<file path="src/hw/rtl/ups_pkg.sv">
// ----------------------------------------------------------------------------
// ups_pkg
// Shared types and constants of the unique pattern scanner.
// ----------------------------------------------------------------------------
`default_nettype none

package ups_pkg;

  // Pattern register file geometry
  localparam int REG_BYTES       = 32;
  localparam int REG_WORD_W      = 64;
  localparam int MAX_PATTERN_DEF = 32;
  localparam int LEN_W           = 6;
  localparam int CFG_IDX_W       = 3;

  // Register indexes on the configuration port
  localparam logic [CFG_IDX_W-1:0] REG_WORD0  = 3'd0;
  localparam logic [CFG_IDX_W-1:0] REG_WORD1  = 3'd1;
  localparam logic [CFG_IDX_W-1:0] REG_WORD2  = 3'd2;
  localparam logic [CFG_IDX_W-1:0] REG_WORD3  = 3'd3;
  localparam logic [CFG_IDX_W-1:0] REG_LENGTH = 3'd4;

  // Section characteristics bits
  localparam int FLAG_EXECUTE_BIT = 29;
  localparam int FLAG_READ_BIT    = 30;
  localparam int FLAG_DISCARD_BIT = 25;

  // Excluded section name heads, first character in the low byte
  localparam logic [31:0] NAME_PAGE = 32'h4547_4150;
  localparam logic [31:0] NAME_INIT = 32'h5449_4E49;

  // Result status codes
  typedef enum logic [1:0] {
    ST_FOUND      = 2'd0,
    ST_NOT_FOUND  = 2'd1,
    ST_AMBIGUOUS  = 2'd2,
    ST_BAD_LENGTH = 2'd3
  } ups_status_t;

  // Pattern configuration as seen by the datapath
  typedef struct packed {
    logic [8*REG_BYTES-1:0] pattern;
    logic [LEN_W-1:0]       length;
    logic                   length_ok;
  } ups_cfg_t;

  // Per-item control from the input stage
  typedef struct packed {
    logic go;
    logic last;
  } ups_step_t;

endpackage

`default_nettype wire

</file>
<file path="src/hw/rtl/ups_cfg.sv">
// ----------------------------------------------------------------------------
// ups_cfg
// Pattern and length registers written over the configuration channel.
// ----------------------------------------------------------------------------
`default_nettype none

module ups_cfg
  import ups_pkg::*;
#(
  parameter int MAX_PATTERN = MAX_PATTERN_DEF
) (
  input  wire logic                  clk,
  input  wire logic                  rst,
  input  wire logic                  cfg_valid,
  output logic                       cfg_ready,
  input  wire logic [CFG_IDX_W-1:0]  cfg_index,
  input  wire logic [REG_WORD_W-1:0] cfg_data,
  output ups_cfg_t                   cfg
);

  localparam int CMP = (MAX_PATTERN < REG_BYTES) ? MAX_PATTERN : REG_BYTES;

  logic [REG_WORD_W-1:0] pattern_word [4];
  logic [LEN_W-1:0]      pattern_length;

  assign cfg_ready = 1'b1;

  // Register writes; unknown indexes are dropped
  always_ff @(posedge clk) begin
    if (rst) begin
      for (int i = 0; i < 4; i++) pattern_word[i] <= '0;
      pattern_length <= '0;
    end else if (cfg_valid) begin
      unique case (cfg_index)
        REG_WORD0:  pattern_word[0] <= cfg_data;
        REG_WORD1:  pattern_word[1] <= cfg_data;
        REG_WORD2:  pattern_word[2] <= cfg_data;
        REG_WORD3:  pattern_word[3] <= cfg_data;
        REG_LENGTH: pattern_length  <= cfg_data[LEN_W-1:0];
        default: ;
      endcase
    end
  end

  // Length is usable when non-zero and within the compare width
  always_comb begin
    cfg.pattern   = {pattern_word[3], pattern_word[2], pattern_word[1], pattern_word[0]};
    cfg.length    = pattern_length;
    cfg.length_ok = (pattern_length != '0) && (pattern_length <= LEN_W'(CMP));
  end

endmodule

`default_nettype wire

</file>
<file path="src/hw/rtl/ups_match.sv">
// ----------------------------------------------------------------------------
// ups_match
// Byte window of the current section and the parallel pattern compare.
// ----------------------------------------------------------------------------
`default_nettype none

module ups_match
  import ups_pkg::*;
#(
  parameter int MAX_PATTERN = MAX_PATTERN_DEF
) (
  input  wire logic        clk,
  input  wire logic        rst,
  input  wire ups_step_t   step,
  input  wire logic [7:0]  data_byte,
  input  wire logic        section_start,
  input  wire logic [31:0] section_flags,
  input  wire logic [31:0] section_name_head,
  input  wire ups_cfg_t    cfg,
  output logic             hit
);

  localparam int CMP    = (MAX_PATTERN < REG_BYTES) ? MAX_PATTERN : REG_BYTES;
  localparam int FILL_W = $clog2(MAX_PATTERN + 1);
  localparam int CW     = (FILL_W > LEN_W) ? FILL_W : LEN_W;
  localparam int SH_W   = $clog2(CMP + 1);

  logic [7:0]        window      [MAX_PATTERN];
  logic [7:0]        window_next [MAX_PATTERN];
  logic [FILL_W-1:0] fill;
  logic [FILL_W-1:0] fill_base;
  logic [FILL_W-1:0] fill_next;
  logic              section_ok;
  logic              section_ok_next;
  logic              eligible;
  logic              shift_en;
  logic              fill_ok;
  logic [8*CMP-1:0]  rev;
  logic [8*CMP-1:0]  aligned;
  logic [SH_W-1:0]   sh;
  logic [CMP-1:0]    byte_ok;

  // Section eligibility from characteristics and name head
  assign eligible = section_flags[FLAG_EXECUTE_BIT] && section_flags[FLAG_READ_BIT] &&
                    !section_flags[FLAG_DISCARD_BIT] &&
                    (section_name_head != NAME_PAGE) && (section_name_head != NAME_INIT);

  always_comb begin
    section_ok_next = section_start ? eligible : section_ok;
    fill_base       = section_start ? '0 : fill;
    fill_next       = fill_base;
    if (fill_base != FILL_W'(MAX_PATTERN)) fill_next = fill_base + 1'b1;
  end

  assign shift_en = step.go && section_ok_next;

  // Newest byte enters at entry 0
  always_comb begin
    window_next[0] = data_byte;
    for (int i = 1; i < MAX_PATTERN; i++) window_next[i] = window[i-1];
  end

  // Window payload, no reset needed: reads are gated by the fill count
  always_ff @(posedge clk) begin
    if (shift_en) begin
      for (int i = 0; i < MAX_PATTERN; i++) window[i] <= window_next[i];
    end
  end

  // Fill count and section flag; cleared after the last byte of a scan
  always_ff @(posedge clk) begin
    if (rst) begin
      fill       <= '0;
      section_ok <= 1'b0;
    end else if (step.go) begin
      if (step.last) begin
        fill       <= '0;
        section_ok <= 1'b0;
      end else begin
        section_ok <= section_ok_next;
        if (section_start || section_ok_next) fill <= section_ok_next ? fill_next : '0;
      end
    end
  end

  // Align oldest of the last length bytes with pattern byte 0
  always_comb begin
    for (int i = 0; i < CMP; i++) rev[8*i +: 8] = window_next[CMP-1-i];
  end

  assign sh      = SH_W'(CMP) - cfg.length[SH_W-1:0];
  assign aligned = rev >> {sh, 3'b000};

  always_comb begin
    for (int k = 0; k < CMP; k++) begin
      byte_ok[k] = (aligned[8*k +: 8] == cfg.pattern[8*k +: 8]) ||
                   (LEN_W'(k) >= cfg.length);
    end
  end

  assign fill_ok = CW'(fill_next) >= CW'(cfg.length);
  assign hit     = shift_en && cfg.length_ok && fill_ok && (&byte_ok);

endmodule

`default_nettype wire

</file>
<file path="src/hw/rtl/ups_result.sv">
// ----------------------------------------------------------------------------
// ups_result
// Match bookkeeping over a scan and the registered result stage.
// ----------------------------------------------------------------------------
`default_nettype none

module ups_result
  import ups_pkg::*;
(
  input  wire logic        clk,
  input  wire logic        rst,
  input  wire ups_step_t   step,
  input  wire logic        hit,
  input  wire logic [63:0] byte_address,
  input  wire ups_cfg_t    cfg,
  output logic             res_valid,
  input  wire logic        res_ready,
  output ups_status_t      res_status,
  output logic [63:0]      res_address
);

  logic        found;
  logic        ambiguous;
  logic [63:0] found_address;
  logic        found_next;
  logic        ambiguous_next;
  logic [63:0] found_address_next;

  // Flags including the current byte
  always_comb begin
    found_next         = found || hit;
    ambiguous_next     = ambiguous || (hit && found);
    found_address_next = found_address;
    if (hit && !found) begin
      found_address_next = byte_address - 64'(cfg.length) + 64'd1;
    end
  end

  always_ff @(posedge clk) begin
    if (rst) begin
      found         <= 1'b0;
      ambiguous     <= 1'b0;
      found_address <= '0;
    end else if (step.go) begin
      if (step.last) begin
        found         <= 1'b0;
        ambiguous     <= 1'b0;
        found_address <= '0;
      end else begin
        found         <= found_next;
        ambiguous     <= ambiguous_next;
        found_address <= found_address_next;
      end
    end
  end

  // Result register
  always_ff @(posedge clk) begin
    if (rst) begin
      res_valid <= 1'b0;
    end else if (step.go && step.last) begin
      res_valid <= 1'b1;
    end else if (res_ready) begin
      res_valid <= 1'b0;
    end
  end

  always_ff @(posedge clk) begin
    if (step.go && step.last) begin
      res_address <= '0;
      if (!cfg.length_ok) begin
        res_status <= ST_BAD_LENGTH;
      end else if (ambiguous_next) begin
        res_status <= ST_AMBIGUOUS;
      end else if (found_next) begin
        res_status  <= ST_FOUND;
        res_address <= found_address_next;
      end else begin
        res_status <= ST_NOT_FOUND;
      end
    end
  end

endmodule

`default_nettype wire

</file>
<file path="src/hw/rtl/unique_pattern_scanner_unit.sv">
// ----------------------------------------------------------------------------
// unique_pattern_scanner_unit
// Searches a sectioned image byte stream for a pattern that must occur once.
// ----------------------------------------------------------------------------
// Usage:
//   Program the pattern words and the length on the cfg channel while idle.
//   Feed image bytes on the s_ stream: s_tuser flags the first byte of a
//   section (its characteristics and name head travel with that byte), and
//   s_tlast marks the final byte of the scan.
//   One result per scan leaves on the m_ stream: m_tuser carries the status,
//   m_tdata the start address of a unique match (zero otherwise).
// Throughput: one byte per cycle while no last byte is held. Each byte is
//   registered on entry, then shifted into the window and compared against
//   the whole pattern as it moves on; the window update is the loop that sets this rate.
// Result: the result register loads as the last byte leaves the input register.
// Stall: bytes keep flowing while a result waits; only a further last byte
//   holds at the input register until m_tready takes the pending result.
// Reset: clears the pattern registers, the scan state and both valid flags.
// ----------------------------------------------------------------------------
`default_nettype none

module unique_pattern_scanner_unit
  import ups_pkg::*;
#(
  parameter int MAX_PATTERN = MAX_PATTERN_DEF
) (
  input  wire logic                  clk,
  input  wire logic                  rst,
  // data_byte[7:0], byte_address[71:8], section_flags[103:72],
  // section_name_head[135:104]
  input  wire logic [135:0]          s_tdata,
  input  wire logic [0:0]            s_tuser,  // section_start[0]
  input  wire logic                  s_tlast,
  input  wire logic                  s_tvalid,
  output logic                       s_tready,
  output logic [63:0]                m_tdata,  // match_address[63:0]
  output logic [1:0]                 m_tuser,  // scan_status[1:0]
  output logic                       m_tvalid,
  input  wire logic                  m_tready,
  input  wire logic                  cfg_valid,
  output logic                       cfg_ready,
  input  wire logic [CFG_IDX_W-1:0]  cfg_index,
  input  wire logic [REG_WORD_W-1:0] cfg_data
);

  ups_cfg_t    cfg;
  ups_step_t   step;
  ups_status_t res_status;

  logic         in_valid;
  logic         in_last;
  logic         in_start;
  logic [7:0]   in_data;
  logic [63:0]  in_address;
  logic [31:0]  in_flags;
  logic [31:0]  in_name;
  logic         hit;

  ups_cfg #(
    .MAX_PATTERN (MAX_PATTERN)
  ) u_cfg (
    .clk       (clk),
    .rst       (rst),
    .cfg_valid (cfg_valid),
    .cfg_ready (cfg_ready),
    .cfg_index (cfg_index),
    .cfg_data  (cfg_data),
    .cfg       (cfg)
  );

  // Held item moves on unless it is a last byte and a result is still pending
  assign step.go   = in_valid && (!in_last || !m_tvalid || m_tready);
  assign step.last = in_last;
  assign s_tready  = !in_valid || step.go;

  // Input register
  always_ff @(posedge clk) begin
    if (rst) begin
      in_valid <= 1'b0;
    end else if (s_tvalid && s_tready) begin
      in_valid <= 1'b1;
    end else if (step.go) begin
      in_valid <= 1'b0;
    end
  end

  always_ff @(posedge clk) begin
    if (s_tvalid && s_tready) begin
      in_data    <= s_tdata[7:0];
      in_address <= s_tdata[71:8];
      in_flags   <= s_tdata[103:72];
      in_name    <= s_tdata[135:104];
      in_start   <= s_tuser[0];
      in_last    <= s_tlast;
    end
  end

  ups_match #(
    .MAX_PATTERN (MAX_PATTERN)
  ) u_match (
    .clk               (clk),
    .rst               (rst),
    .step              (step),
    .data_byte         (in_data),
    .section_start     (in_start),
    .section_flags     (in_flags),
    .section_name_head (in_name),
    .cfg               (cfg),
    .hit               (hit)
  );

  ups_result u_result (
    .clk          (clk),
    .rst          (rst),
    .step         (step),
    .hit          (hit),
    .byte_address (in_address),
    .cfg          (cfg),
    .res_valid    (m_tvalid),
    .res_ready    (m_tready),
    .res_status   (res_status),
    .res_address  (m_tdata)
  );

  assign m_tuser = res_status;

  // Only a found result carries an address
  a_addr_zero: assert property (@(posedge clk) disable iff (rst)
    (m_tvalid && (m_tuser != ST_FOUND)) |-> (m_tdata == 64'd0))
    else $error("non-zero address on a failed scan");

  // A last byte that moves on always yields a result next cycle
  a_result_follows: assert property (@(posedge clk) disable iff (rst)
    (step.go && step.last) |=> m_tvalid)
    else $error("result missing after last byte");

  // Input only stalls behind a held last byte and a pending result
  a_stall_cause: assert property (@(posedge clk) disable iff (rst)
    !s_tready |-> (in_valid && in_last && m_tvalid))
    else $error("input stalled without cause");

endmodule

`default_nettype wire
</file>
<file path="config.mk">
export PLATFORM = sky130hd
export DESIGN_NAME = unique_pattern_scanner_unit
export DESIGN_NICKNAME = d
export VERILOG_FILES = /design/src/hw/rtl/ups_pkg.sv /design/src/hw/rtl/ups_cfg.sv /design/src/hw/rtl/ups_match.sv /design/src/hw/rtl/ups_result.sv /design/src/hw/rtl/unique_pattern_scanner_unit.sv
export SDC_FILE = /design/constraint.sdc
export NUM_CORES = 2
export LEC_CHECK = 0
export ABC_AREA = 1
export BUFFER_PORTS_ARGS = -buffer_cell sky130_fd_sc_hd__buf_2
export CAP_MARGIN = 20
export CORE_MARGIN = 2
export CORE_UTILIZATION = 42
export DETAILED_ROUTE_END_ITERATION = 7
export GPL_ROUTABILITY_DRIVEN = 0
export RECOVER_POWER = 100
export SKIP_CTS_REPAIR_TIMING = 1
export SYNTH_ARGS = -nofsm -noshare
export SYNTH_HDL_FRONTEND = slang
export SYNTH_HIERARCHICAL = 1
export SYNTH_SLANG_ARGS = --single-unit
</file>
<file path="constraint.sdc">
create_clock -name clk -period 18.68 [get_ports clk]
set_input_delay 3.736 -clock clk [delete_from_list [all_inputs] [get_ports clk]]
set_output_delay 3.736 -clock clk [all_outputs]
set_load 0.05 [all_outputs]
</file>
; Yosys cells after proc, flatten, opt, wreduce, memory -nomap -nowiden
; Memories as Yosys holds them, arrays and structs flattened.
; Cells that the tools add are included.
[word_totals]
regBits = 284
mem_bits_rw = 512
output_inout_bits = 69
n_memories = 2
[memory_table]
columns = name, words, word_bits, rd, rd_ports_with_merged_regs, wr, line
row1 = u_cfg.pattern_word, 4, 64, 4, 0, 4, ups_cfg.sv:23  ; logic [REG_WORD_W-1:0] pattern_word [4];
row2 = u_match.window, 32, 8, 31, 0, 32, ups_match.sv:28  ; logic [7:0] window [MAX_PATTERN];
[op_classes]
n_addsub = 4
n_lt_le_gt_ge = 34
n_eq_ne = 39
shifts = 1
n_mux = 41
n_bitwise = 6
reduce_logical = 67
[op_table]
columns = cell, n
row1 = 2-to-1 mux 64 bit, 6
row2 = == test 8 bit, 32
row3 = right shift 256 x 9 -> 256 bit, 1
row4 = ">= comparator 5 x 6 -> 1 bit, first input constant", 16
row5 = "adder 64 x 1 -> 64 bit, second input constant", 1
row6 = "inequality test 32 x 31 -> 1 bit, second input constant", 2
row7 = subtractor 64 x 6 -> 64 bit, 1
row8 = ">= comparator 4 x 6 -> 1 bit, first input constant", 8
row9 = logical OR 1 bit, 38
row10 = AND reduction 32 bit, 1
row11 = 2-to-1 mux 1 bit, 30
row12 = 2-to-1 mux 6 bit, 5
row13 = ">= comparator 3 x 6 -> 1 bit, first input constant", 4
row14 = logical AND 1 bit, 14
row15 = ">= comparator 1 x 6 -> 1 bit, first input constant", 2
row16 = ">= comparator 2 x 6 -> 1 bit, first input constant", 2
row17 = "adder 6 x 1 -> 6 bit, second input constant", 1
row18 = "== test 3 x 2 -> 1 bit, second input constant", 2
row19 = >= comparator 6 bit, 1
row20 = "<= comparator 6 bit, second input constant", 1
row21 = "inequality test 6 bit, second input constant", 1
row22 = nonzero test 2 bit, 3
row23 = nonzero test 6 bit, 1
row24 = "subtractor 6 bit, first input constant", 1
row25 = 9 further kinds, 18

; Depth between registers and ports, before layout
[logic_depth]
depth_word = 12
ltp_mapped = 38

; Cells and area by module
; Netlist, hierarchy kept.
[by_module_without_submodules]
columns = mod, n_inst, cells_per_inst, area_each_um2
row1 = ups_match, 1, 4111, 25658.4
row2 = ups_result, 1, 1942, 11574.9
row3 = ups_cfg, 1, 666, 9635.5
row4 = unique_pattern_scanner_unit, 1, 147, 4210.3

; Least setup slack after synthesis
; No wires, ideal clock.
[synth_timing]
path_type = input to register
from = input m_tready
to = memory u_match.window[0][0], enable pin
arrival_ns = 14.549
required_ns = 17.817
setup_slack_ns = 3.268
stages = 4
path_buffers = 0
path_cell_list = inv_1 > a31oi_1 > inv_1 > nor2_1
[synth_lines]
columns = item, line
row1 = start: declaration, unique_pattern_scanner_unit.sv:39  ; input wire logic m_tready,
row2 = end: declaration, ups_match.sv:28

; Worst setup path in the final report
[layout_timing]
from = register u_cfg.pattern_length[0]
to = register u_result.res_address[48], data pin
[layout_between]
elab_chain_len = 9
word_cells_on_any_way = 116
[layout_rtl]
columns = item, line
row1 = start: declaration, ups_cfg.sv:24  ; logic [LEN_W-1:0] pattern_length;
row2 = start signal: assignment, ups_cfg.sv:39  ; REG_LENGTH: pattern_length <= cfg_data[LEN_W-1:0];
row3 = subtractor 6 bit, ups_match.sv:91  ; assign sh = SH_W'(CMP) - cfg.length[SH_W-1:0];
row4 = right shift 256 x 9 -> 256 bit, ups_match.sv:92  ; assign aligned = rev >> {sh, 3'b000};
row5 = == test 8 bit, ups_match.sv:96  ; byte_ok[k] = (aligned[8*k +: 8] == cfg.pattern[8*k +: 8]) ||
row6 = logical OR 1 bit, ups_match.sv:96
row7 = AND reduction 32 bit, ups_match.sv:102  ; assign hit = shift_en && cfg.length_ok && fill_ok && (&byte_ok);
row8 = logical AND 1 bit *, ups_match.sv:102
row9 = named net hit, unique_pattern_scanner_unit.sv:57  ; logic hit;
row10 = logical AND 1 bit / logical OR 1 bit (equally long branches), "ups_result.sv:32, ups_result.sv:31"
row11 = logical OR 1 bit / NOT 1 bit (equally long branches), n/a
row12 = OR reduction 3 bit (no source line), n/a
row13 = end signal: assignment, ups_result.sv:77  ; res_address <= found_address_next;
row14 = end: declaration, ups_result.sv:19  ; output logic [63:0] res_address
; Mark *: on every way through the listed nets, which the timed path passes. The rest lies on a longest branch.
; A chain may end at the register's enable or synchronous reset.

==> impl_metrics.toml <==
[placement]
pre_cts_ws_ns = 10.48
number_of_instances_in_the_placed_design = 8336
detailedPlacementHpwl_um = 123000
buffer_ports.inserted = 248

[min_path]
hold_path_class = "reg -> reg"

[layout]
post_layout_nonfiller_instances = 8504
final_nets = 7182
mostFrequentLayoutCells = "2,001 x nand2_1, 1,787 x nand3_1, 679 x edfxtp_1"
layout_cells_sized_above_1 = 0.0675
layout.cells.most_common = "nand2_1"
area.growth.synth_to_final_pct = 9.11

[clock_network]
ctsRootBufferMaster = "clkbuf_16"
cts.sinks = 760
cts_tree = "built"
worst_skew_late_latency_ns = 0.68
tritoncts_buffers = 88
clk_pin_slew_worst_paths_ns = 0.06
ctsLongestPathBuffers = 3
cts.htree.levels = 3

[die]
floorplan.rows = 126
fp.dieH_um = 350
die_width_um = 350
num_io_pins = 279
floorplan.die_area_um2 = 122000
core_um2 = 118000
initial_cell_density_of_the_core = 0.425

[route]
postRouteAntennaNets = 0
met3WireLength_um = 17500
vias_per_cell = 5.63
drt_iter0_drc = 6306
dr_total_vias = 47900
post_drt_wl_per_cell_um = 20.3
met1_length_um = 74700
routed_wirelength_um = 173000
wl_met2_um = 73700
detail_route.first_pass.iterations = 6
top_signal_layer_used = "met5"
drc = 0

[outcome]
violations = "max-capacitance violations, max-slew violations"
result_of_the_run = "finished, violations left"

[synthesis]
mappedNetlistArea_um2 = 50200
ys.warnings.count = 6
synth.net_count = 7127
post_synthesis_cell_count = 6837
avgSynthCellArea_um2 = 7.34

[sta]
finalHoldViolCount = 0
setup_tns_ns = 0
max_clock_freq_mhz = 77.9
tightest_slew_ns = 5.06
period_minus_slack_ns = 12.84
finalClockSkew_ns = 0.0385
setup_repair_after_global_routing_missed_its_margin = "no"
setup_violations = 0
min_period_over_period = 0.687
worst_setup_slack_after_layout_ns = 5.84
max-slew-margin-rel = -2.37
slew_viol_final = 1141

[grt]
antenna_found_initial = 13
grt_pass1_wl_um = 259000
grt_max_degree = 110
grt-ovfl-total = 0
globalRouteTotalUtil = 0.276
first_global_vias = 43100

[critical_path]
critical_path.n_buffers_inverters = 9
cp_data_required_time_ns = 19.07
category_of_the_worst_setup_path_launch_point = "flop"
crit_path_max_incr_delay_ns = 3.15
cpMostUsedCell = "nand2_1"
critPathMaxFanout = 109
arrival_time_of_data_at_the_critical_path_endpoint_ns = 13.23
cp_delay_by_family_top = "buffers and inverters"
critical_path_class = "reg -> reg"
worstSetupEndpointType = "flop"
worst_path_max_delay_cell = "clkbuf_1"

[power_and_ir_drop]
power_density_nw_per_um2 = 86.7
power.ir.vdd_worst_mv = 0.0741
p_leak_nw = 23.8

[flow_run]
max_cap_violation_count = 21
-- power breakdown --
part | total [mW] | internal (mW) | switching (mW)
registers | 1.96 | 1.92 | 0.0376
logic | 1.04 | 0.283 | 0.760
clock network | 1.75 | 1.01 | 0.734
-- per-stage QoR --
step                      utilization  hold WS [ns]  total power [mW]  area (um^2)
after floorplan                     -         0.435              2.68        50200
after global placement          0.441         0.447              2.99        52100
after detailed placement        0.441         0.452              3.00        52100
after CTS                       0.465         0.461              4.75        55000
after global routing            0.463         0.477              4.94        54800
final                           0.463         0.459              4.75        54800
-- worst reg2reg max path, delay by kind of cell (launching register included) --
family / cells / cell delay [ns]
flops: 1 / 0.44
simple gates: 20 / 3.53
buf+inv: 9 / 8.11
fa+ha+maj: 1 / 0.50
-- layout make-up --
cell class / instances / area, um^2
Antenna cell: 4 / 10.0
Clock buffer: 109 / 2340
Clock inverter: 53 / 512
Fill cell: 12000 / 63500
Inverter: 645 / 2450
Multi-Input combinational cell: 5098 / 24100
Sequential cell: 760 / 22000
Tap cell: 1536 / 1920
Timing Repair Buffer: 299 / 1470
-- registers in the layout, indices dropped and copies added, names as in the netlist --
| name | cells |
|---|---|
| u_result/found | 1 |
| u_match/fill | 6 |
| u_result/ambiguous | 1 |
| in_address | 64 |
| in_valid | 1 |
| u_match/section_ok | 1 |
| u_result/res_valid | 1 |
| u_match/window | 248 |
| u_cfg/pattern_word | 256 |
| u_result/found_address | 64 |
| u_cfg/pattern_length | 6 |
| in_data | 8 |
| u_result/res_address | 64 |
| in_start | 1 |
| in_name | 32 |
| in_last | 1 |
| in_flags | 3 |
| u_result/res_status | 2 |
-- metal layers --
| metal | GRT usage | vias to the layer above |
|---|---|---|
| li1 | - | 22900 |
| met1 | 0.399 | 22400 |
| met2 | 0.410 | 2305 |
| met3 | 0.0514 | 297 |
| met4 | 0.104 | 10 |
| met5 | 0 | - |
-- path summary, 6_finish.rpt --
path	start	end	slack [ns]	cells after the start
min	u_result/found_address[50]$_SDFFE_PP0P_	u_result/found_address[50]$_SDFFE_PP0P_	0.46	2
max reg2reg	u_cfg/pattern_length[0]$_SDFFE_PP0P_	u_result/res_address[48]$_SDFFCE_PP0P_	5.84	30
min reg2reg	u_result/found_address[50]$_SDFFE_PP0P_	u_result/found_address[50]$_SDFFE_PP0P_	0.46	2
max	u_cfg/pattern_length[0]$_SDFFE_PP0P_	u_result/res_address[48]$_SDFFCE_PP0P_	5.84	30
Note: power is estimated with default switching activity, not from simulation.
